===== src/sv/owbm_pkg.sv =====
// Package for the 1-Wire bus master: beat types, phase codes, register map.
`default_nettype none

package owbm_pkg;

    localparam int TICK_W    = 10;
    localparam int NUM_REGS  = 8;
    localparam int REG_IDX_W = $clog2(NUM_REGS);

    typedef enum logic [1:0] {
        CMD_TICK  = 2'd0,
        CMD_RESET = 2'd1,
        CMD_WRITE = 2'd2,
        CMD_READ  = 2'd3
    } cmd_t;

    typedef enum logic [3:0] {
        PH_IDLE      = 4'd0,
        PH_RST_LOW   = 4'd1,
        PH_RST_WAIT  = 4'd2,
        PH_RST_REC   = 4'd3,
        PH_WR_LEAD   = 4'd4,
        PH_WR_HOLD   = 4'd5,
        PH_RD_LEAD   = 4'd6,
        PH_RD_SETTLE = 4'd7,
        PH_RD_TAIL   = 4'd8,
        PH_GAP       = 4'd9
    } phase_t;

    typedef enum logic [REG_IDX_W-1:0] {
        REG_RESET_LOW      = 3'd0,
        REG_PRESENCE_WAIT  = 3'd1,
        REG_RESET_RECOVERY = 3'd2,
        REG_WRITE_LEAD     = 3'd3,
        REG_WRITE_HOLD     = 3'd4,
        REG_READ_LEAD      = 3'd5,
        REG_READ_SETTLE    = 3'd6,
        REG_READ_TAIL      = 3'd7
    } reg_idx_t;

    typedef logic [TICK_W-1:0] tick_t;

    localparam tick_t REG_DEFAULTS [NUM_REGS] = '{
        10'd500, 10'd70, 10'd500, 10'd10, 10'd50, 10'd5, 10'd5, 10'd50
    };

    typedef struct packed {
        logic [1:0] command;
        logic [7:0] write_data;
        logic       line_in;
    } in_beat_t;

    typedef struct packed {
        logic       line_release;
        logic       busy_res;
        logic       done_res;
        logic       presence_detected;
        logic [7:0] read_data;
    } out_beat_t;

endpackage

`default_nettype wire


===== src/sv/one_wire_bus_master_core.sv =====
// Top level of the tick-driven 1-Wire bus master.
//
// Usage:
//   Each input beat on s_* is one timer tick: it carries the sampled bus
//   level and an optional command (reset pulse, byte write, byte read).
//   A command is taken only while the sequencer is idle; otherwise it is
//   ignored and the beat acts as a plain tick.
//   Each tick yields one result beat on m_*: the line drive for that tick,
//   busy/done flags, the last presence answer and the last byte read.
//   The result beat is registered from its accepted input beat. One beat is
//   accepted every cycle; the result register is the only buffer, so while
//   the receiver stalls with a result pending, s_ready drops and the
//   sequencer holds.
//   Write the eight tick-count registers (cfg_wr_en, cfg_index, cfg_wdata)
//   only while no tick is in flight; the block does not enforce this.
//   Synchronous reset: sequencer idle, flags and bytes cleared, tick
//   registers back to their defaults, no result pending.
`default_nettype none

module one_wire_bus_master_core
    import owbm_pkg::*;
(
    input  wire logic                 aclk,
    input  wire logic                 aresetn,
    input  wire logic                 cfg_wr_en,
    input  wire logic [REG_IDX_W-1:0] cfg_index,
    input  wire logic [TICK_W-1:0]    cfg_wdata,
    input  wire logic                 s_valid,
    output logic                      s_ready,
    input  wire in_beat_t             s_data,
    output logic                      m_valid,
    input  wire logic                 m_ready,
    output out_beat_t                 m_data
);

    tick_t     cfg_reg [NUM_REGS];

    phase_t    phase_reg,         phase_next;
    tick_t     tick_count_reg,    tick_count_next;
    logic [2:0] bit_index_reg,    bit_index_next;
    logic [1:0] op_kind_reg,      op_kind_next;
    logic [7:0] shift_byte_reg,   shift_byte_next;
    logic [7:0] read_byte_reg,    read_byte_next;
    logic       presence_reg,     presence_next;
    logic       m_valid_reg;
    out_beat_t  m_data_reg,       m_data_next;

    logic       accept;
    phase_t     ph;
    phase_t     follow;
    reg_idx_t   sel;
    logic       use_reg;
    tick_t      len;
    logic [TICK_W:0] tc_inc;
    logic       release_bit;
    logic       done_bit;

    assign s_ready = !m_valid_reg || m_ready;
    assign accept  = s_valid && s_ready;
    assign m_valid = m_valid_reg;
    assign m_data  = m_data_reg;

    always_comb begin
        ph              = phase_reg;
        op_kind_next    = op_kind_reg;
        tick_count_next = tick_count_reg;
        bit_index_next  = bit_index_reg;
        shift_byte_next = shift_byte_reg;
        read_byte_next  = read_byte_reg;
        presence_next   = presence_reg;
        release_bit     = 1'b1;
        done_bit        = 1'b0;
        follow          = PH_IDLE;
        sel             = REG_RESET_LOW;
        use_reg         = 1'b0;

        if (ph == PH_IDLE && s_data.command != CMD_TICK) begin
            op_kind_next    = s_data.command;
            tick_count_next = '0;
            bit_index_next  = '0;
            unique case (s_data.command)
                CMD_RESET: ph = PH_RST_LOW;
                CMD_WRITE: begin
                    shift_byte_next = s_data.write_data;
                    ph              = PH_WR_LEAD;
                end
                default: begin
                    shift_byte_next = '0;
                    ph              = PH_RD_LEAD;
                end
            endcase
        end

        unique case (ph)
            PH_RST_LOW: begin
                release_bit = 1'b0;
                sel = REG_RESET_LOW; use_reg = 1'b1; follow = PH_RST_WAIT;
            end
            PH_RST_WAIT: begin
                sel = REG_PRESENCE_WAIT; use_reg = 1'b1; follow = PH_RST_REC;
            end
            PH_RST_REC: begin
                if (tick_count_next == '0) begin
                    presence_next = !s_data.line_in;
                end
                sel = REG_RESET_RECOVERY; use_reg = 1'b1; follow = PH_IDLE;
            end
            PH_WR_LEAD: begin
                release_bit = 1'b0;
                sel = REG_WRITE_LEAD; use_reg = 1'b1; follow = PH_WR_HOLD;
            end
            PH_WR_HOLD: begin
                release_bit = shift_byte_next[bit_index_next];
                sel = REG_WRITE_HOLD; use_reg = 1'b1; follow = PH_GAP;
            end
            PH_RD_LEAD: begin
                release_bit = 1'b0;
                sel = REG_READ_LEAD; use_reg = 1'b1; follow = PH_RD_SETTLE;
            end
            PH_RD_SETTLE: begin
                sel = REG_READ_SETTLE; use_reg = 1'b1; follow = PH_RD_TAIL;
            end
            PH_RD_TAIL: begin
                if (tick_count_next == '0 && s_data.line_in) begin
                    shift_byte_next[bit_index_next] = 1'b1;
                end
                sel = REG_READ_TAIL; use_reg = 1'b1; follow = PH_GAP;
            end
            PH_GAP: begin
                if (bit_index_next == 3'd7 ||
                    (op_kind_next != CMD_WRITE && op_kind_next != CMD_READ)) begin
                    follow = PH_IDLE;
                    if (op_kind_next == CMD_READ) begin
                        read_byte_next = shift_byte_next;
                    end
                end else begin
                    follow = (op_kind_next == CMD_READ) ? PH_RD_LEAD : PH_WR_LEAD;
                    bit_index_next = bit_index_next + 3'd1;
                end
            end
            default: ph = PH_IDLE;
        endcase

        len = TICK_W'(1);
        if (use_reg && cfg_reg[sel] != '0) begin
            len = cfg_reg[sel];
        end
        tc_inc = {1'b0, tick_count_next} + (TICK_W+1)'(1);

        if (ph != PH_IDLE) begin
            if (tc_inc >= {1'b0, len}) begin
                tick_count_next = '0;
                done_bit        = (follow == PH_IDLE);
                ph              = follow;
            end else begin
                tick_count_next = tc_inc[TICK_W-1:0];
            end
        end

        phase_next                    = ph;
        m_data_next.line_release      = release_bit;
        m_data_next.busy_res          = (ph != PH_IDLE);
        m_data_next.done_res          = done_bit;
        m_data_next.presence_detected = presence_next;
        m_data_next.read_data         = read_byte_next;
    end

    always_ff @(posedge aclk) begin
        if (!aresetn) begin
            for (int i = 0; i < NUM_REGS; i++) begin
                cfg_reg[i] <= REG_DEFAULTS[i];
            end
        end else if (cfg_wr_en) begin
            cfg_reg[cfg_index] <= cfg_wdata;
        end
    end

    always_ff @(posedge aclk) begin
        if (!aresetn) begin
            phase_reg      <= PH_IDLE;
            tick_count_reg <= '0;
            bit_index_reg  <= '0;
            op_kind_reg    <= '0;
            shift_byte_reg <= '0;
            read_byte_reg  <= '0;
            presence_reg   <= 1'b0;
            m_valid_reg    <= 1'b0;
        end else begin
            if (accept) begin
                phase_reg      <= phase_next;
                tick_count_reg <= tick_count_next;
                bit_index_reg  <= bit_index_next;
                op_kind_reg    <= op_kind_next;
                shift_byte_reg <= shift_byte_next;
                read_byte_reg  <= read_byte_next;
                presence_reg   <= presence_next;
                m_valid_reg    <= 1'b1;
            end else if (m_ready) begin
                m_valid_reg    <= 1'b0;
            end
        end
    end

    always_ff @(posedge aclk) begin
        if (accept) begin
            m_data_reg <= m_data_next;
        end
    end

endmodule

`default_nettype wire

===== config.mk =====
export PLATFORM = sky130hd
export DESIGN_NAME = one_wire_bus_master_core
export DESIGN_NICKNAME = d
export VERILOG_FILES = /design/src/sv/owbm_pkg.sv /design/src/sv/one_wire_bus_master_core.sv
export SDC_FILE = /design/constraint.sdc
export NUM_CORES = 1
export LEC_CHECK = 0
export BUFFER_PORTS_ARGS = -buffer_cell sky130_fd_sc_hd__buf_2
export CAP_MARGIN = 20
export CORE_ASPECT_RATIO = 0.5
export CORE_MARGIN = 5
export CORE_UTILIZATION = 50
export CTS_CLUSTER_DIAMETER = 80
export DETAILED_ROUTE_END_ITERATION = 8
export GPL_ROUTABILITY_DRIVEN = 0
export PLACE_DENSITY_LB_ADDON = 0.25
export SETUP_SLACK_MARGIN = 0.2
export SLEW_MARGIN = 20
export SYNTH_ARGS = -nofsm -noshare
export SYNTH_HDL_FRONTEND = slang
export SYNTH_SLANG_ARGS = --single-unit

===== constraint.sdc =====
create_clock -name aclk -period 6.4 [get_ports aclk]
set_input_delay 1.28 -clock aclk [delete_from_list [all_inputs] [get_ports aclk]]
set_output_delay 1.28 -clock aclk [all_outputs]
set_load 0.03 [all_outputs]

==> flow_summary.ini <==
[status]
run_status = finished clean

[floorplanning]
initial_utilization_pct = 51.69
die_area_um2 = 16790
num_rows = 30
ios = 43
die_w_um = 178.3
coreArea_um2 = 13700
die_h_um = 94.16

[global_route]
grt_pass1_vias = 5350
grt_pass1_wl_um = 28150
track_usage_pct = 21.52
grt_max_degree = 42
antenna_found_initial = 0
grt_overflow = 0

[clock_network]
insertion_delay_ns = 0.44
cts_made_buffers = 17
cts_hold_buf = 0
cts-root-buf = clkbuf_16
cts_num_sinks = 129
cts-resized-gates = 0
cts_max_path_buffers = 2
cts_setup_buffers = 0
clkTransAtPathRegs_ns = 0.06
cts_tree = built
htreeDepth = 4

[synth]
netlist_top_cells_count = 92 x edfxtp_1, 59 x nand2_1, 56 x and2_1
ys_types = 75
syn-num-nets = 753
synth_warnings = 0
synth_seq_cells = 129
synth_seq_area_share_pct = 49.47
synth-async-reset-ratio_pct = 0
syn_area_per_cell_um2 = 10.03
ys.flop_type = edfxtp_1
synth_area_leaders = edfxtp_1 39%, dfxtp_1 10%, and2_1 4.9%
yosysTopAreaCell = edfxtp_1
yosys.area.top_type_share_pct = 39.01
syn-cell-area_um2 = 7082
postSynthCellCount = 706
synth_edf_count = 92
synth.most_common_cell = edfxtp_1

[finish]
regArea_um2 = 3503
post-route-util_pct = 58.86
nets = 791
fillers = 1119
multi_input_area_um2 = 3344
diodes = 0
layout-drive-gt1-share_pct = 15.59
syn_to_final_growth_pct = 13.87
largest_reg_flops = 80
design_area_um2 = 8064
fin_cells = 949

[pwr]
switching_share_pct = 29.79
power-per-cell-area_nw_per_um2 = 298.1
vdd_drop_max_uv = 216.9
power.total_mw = 2.404
combPwrFrac_pct = 18.6
leakage_nw = 3.005
seqPwrFrac_pct = 40.2
power.net_switching_uw = 716.2
p_int_mw = 1.688
clkPwrFrac_pct = 41.2

[sta]
drv_slew = 0
grt_setup_unrepaired = no
finClkSkew_ns = 0.01085
fmax_mhz = 181.7
hold_slack_ns = 0.4582
setup_tns_ns = 0
hold_viol = 0
setup_viol_count_final = 0
finalCritPeriodShare_pct = 85.98
worstMarginPinSlew_ns = 1.101
finalCriticalPeriod_ns = 5.503
timing.final.ws_setup_ns = 0.8973
slew_headroom_pct = 26.58

[drt]
wire_per_inst_um = 18.47
wl_met2_um = 7974
drc = 0
via_per_inst = 5.966
highest_layer = met4
vias = 5662
drt_wl_total_um = 17530
wl_met3_um = 1376
wl_met1_um = 7924
antenna_left = 0
drt_pass1_iterations = 5
drt-initial-drc-count = 549

[worst_setup_path]
r2r_slack_ns = 1.42
critPathCaptureType = register
worst_setup_path_start_kind = primary input
r2r_start = phase_reg[2]
crit_type = in -> reg
crit_arrival_ns = 5.84
timing.rr.end = phase_reg[2]
reg2regPathDepth = 18
crit_path_max_fanout = 23
critical_path_required_ns = 6.74

[placed_design]
placedCellCount = 917
dpl_cell_area_um2 = 7462
dpl_worst_slack_ns = 0.5778
hpwlAfterDp_um = 12020
port_buffers = 42

[hold_path]
worstHoldStart = read_byte_reg[1]
hp-class = reg -> reg
hold_end = read_byte_reg[1]
whs_path_depth = 2

[run]
max_cap_violations = 0
final cells by class:
class	count	share of cell area (%)
flip-flops and latches	129	43.44
multi-input cells	524	41.47
clock buffers	17	5.275
repair buffers	57	4.003
well taps	192	2.979
clock inverters	15	2.126
inverters	15	0.6982
how the worst max path moves through the flow:
stage	startpoint	to	slack (ns)	depth (start not counted)
2_1_floorplan	s_data[9]	phase_reg[1]	1.08	18
3_3_place_gp	s_data[9]	m_data[10]	0.63	20
3_5_place_dp	s_data[10]	phase_reg[1]	0.58	20
4_1_cts	s_data[10]	phase_reg[3]	0.99	20
5_1_grt	s_data[10]	phase_reg[3]	0.63	20
6_report	s_data[9]	phase_reg[2]	0.90	21
cell usage in the layout, fill, tap and decap left out, drive strengths merged, types with 5 or more instances in the layout:
cell type | Yosys | final
or3 | 22 | 22
a32oi | 8 | 8
nor4 | 5 | 5
mux2i | 24 | 24
o21ai | 50 | 50
ha | 18 | 18
edfxtp | 92 | 92
a21o | 6 | 6
clkbuf | 20 | 17
a211o | 5 | 5
a22oi | 11 | 11
dfxtp | 37 | 37
and3 | 8 | 8
a31oi | 8 | 8
nand2 | 60 | 60
and2 | 56 | 56
nand2b | 20 | 20
buf | 18 | 57
a21oi | 47 | 47
a21boi | 5 | 5
nor3 | 23 | 23
nor2 | 54 | 54
a2bb2oi | 5 | 5
nand3 | 20 | 20
inv | 15 | 23
a211oi | 5 | 5
power by group through the flow:
stage | Combinational [mW] | Clock (mW) | Sequential [mW]
after global placement | 0.432 | 0 | 0.984
after global routing | 0.489 | 1.04 | 0.971
after floorplan | 0.314 | 0 | 0.983
final | 0.446 | 0.991 | 0.967
after CTS | 0.442 | 0.991 | 0.967
after detailed placement | 0.440 | 0 | 0.984
metal layers:
layer	global-route usage, %	up-vias
met1	29.59	2695
li1	-	2707
met5	0	-
met2	34.13	232
met3	5.227	28
met4	5.935	0
worst max-delay path: stages:
cell      delay (ns)
buf_2           0.13
inv_1           0.07
ha_1            0.38
nor2_1          0.13
a21oi_1         0.50
nor3_1          0.10
or3_1           0.60
o311a_1         0.25
a22o_1          0.23
and4_1          0.19
a31o_1          0.21
ha_1            0.26
nand2b_1        0.14
a21o_1          0.18
a21o_1          0.17
a21oi_1         0.13
o21ai_0         0.10
a21oi_1         0.15
buf_4           0.28
o21ai_0         0.12
a211oi_1        0.25
logic make-up after synthesis:
family	share of synthesized area, %
AND/OR/NAND/NOR	21.24
AO/OA/AOI/OAI	17.97
flip-flops	49.47
buffers and inverters	3.374
multiplexers	4.028
adder cells (fa/ha/maj)	3.180
XOR/XNOR	0.7420
Power figures use the tool's default switching activity.
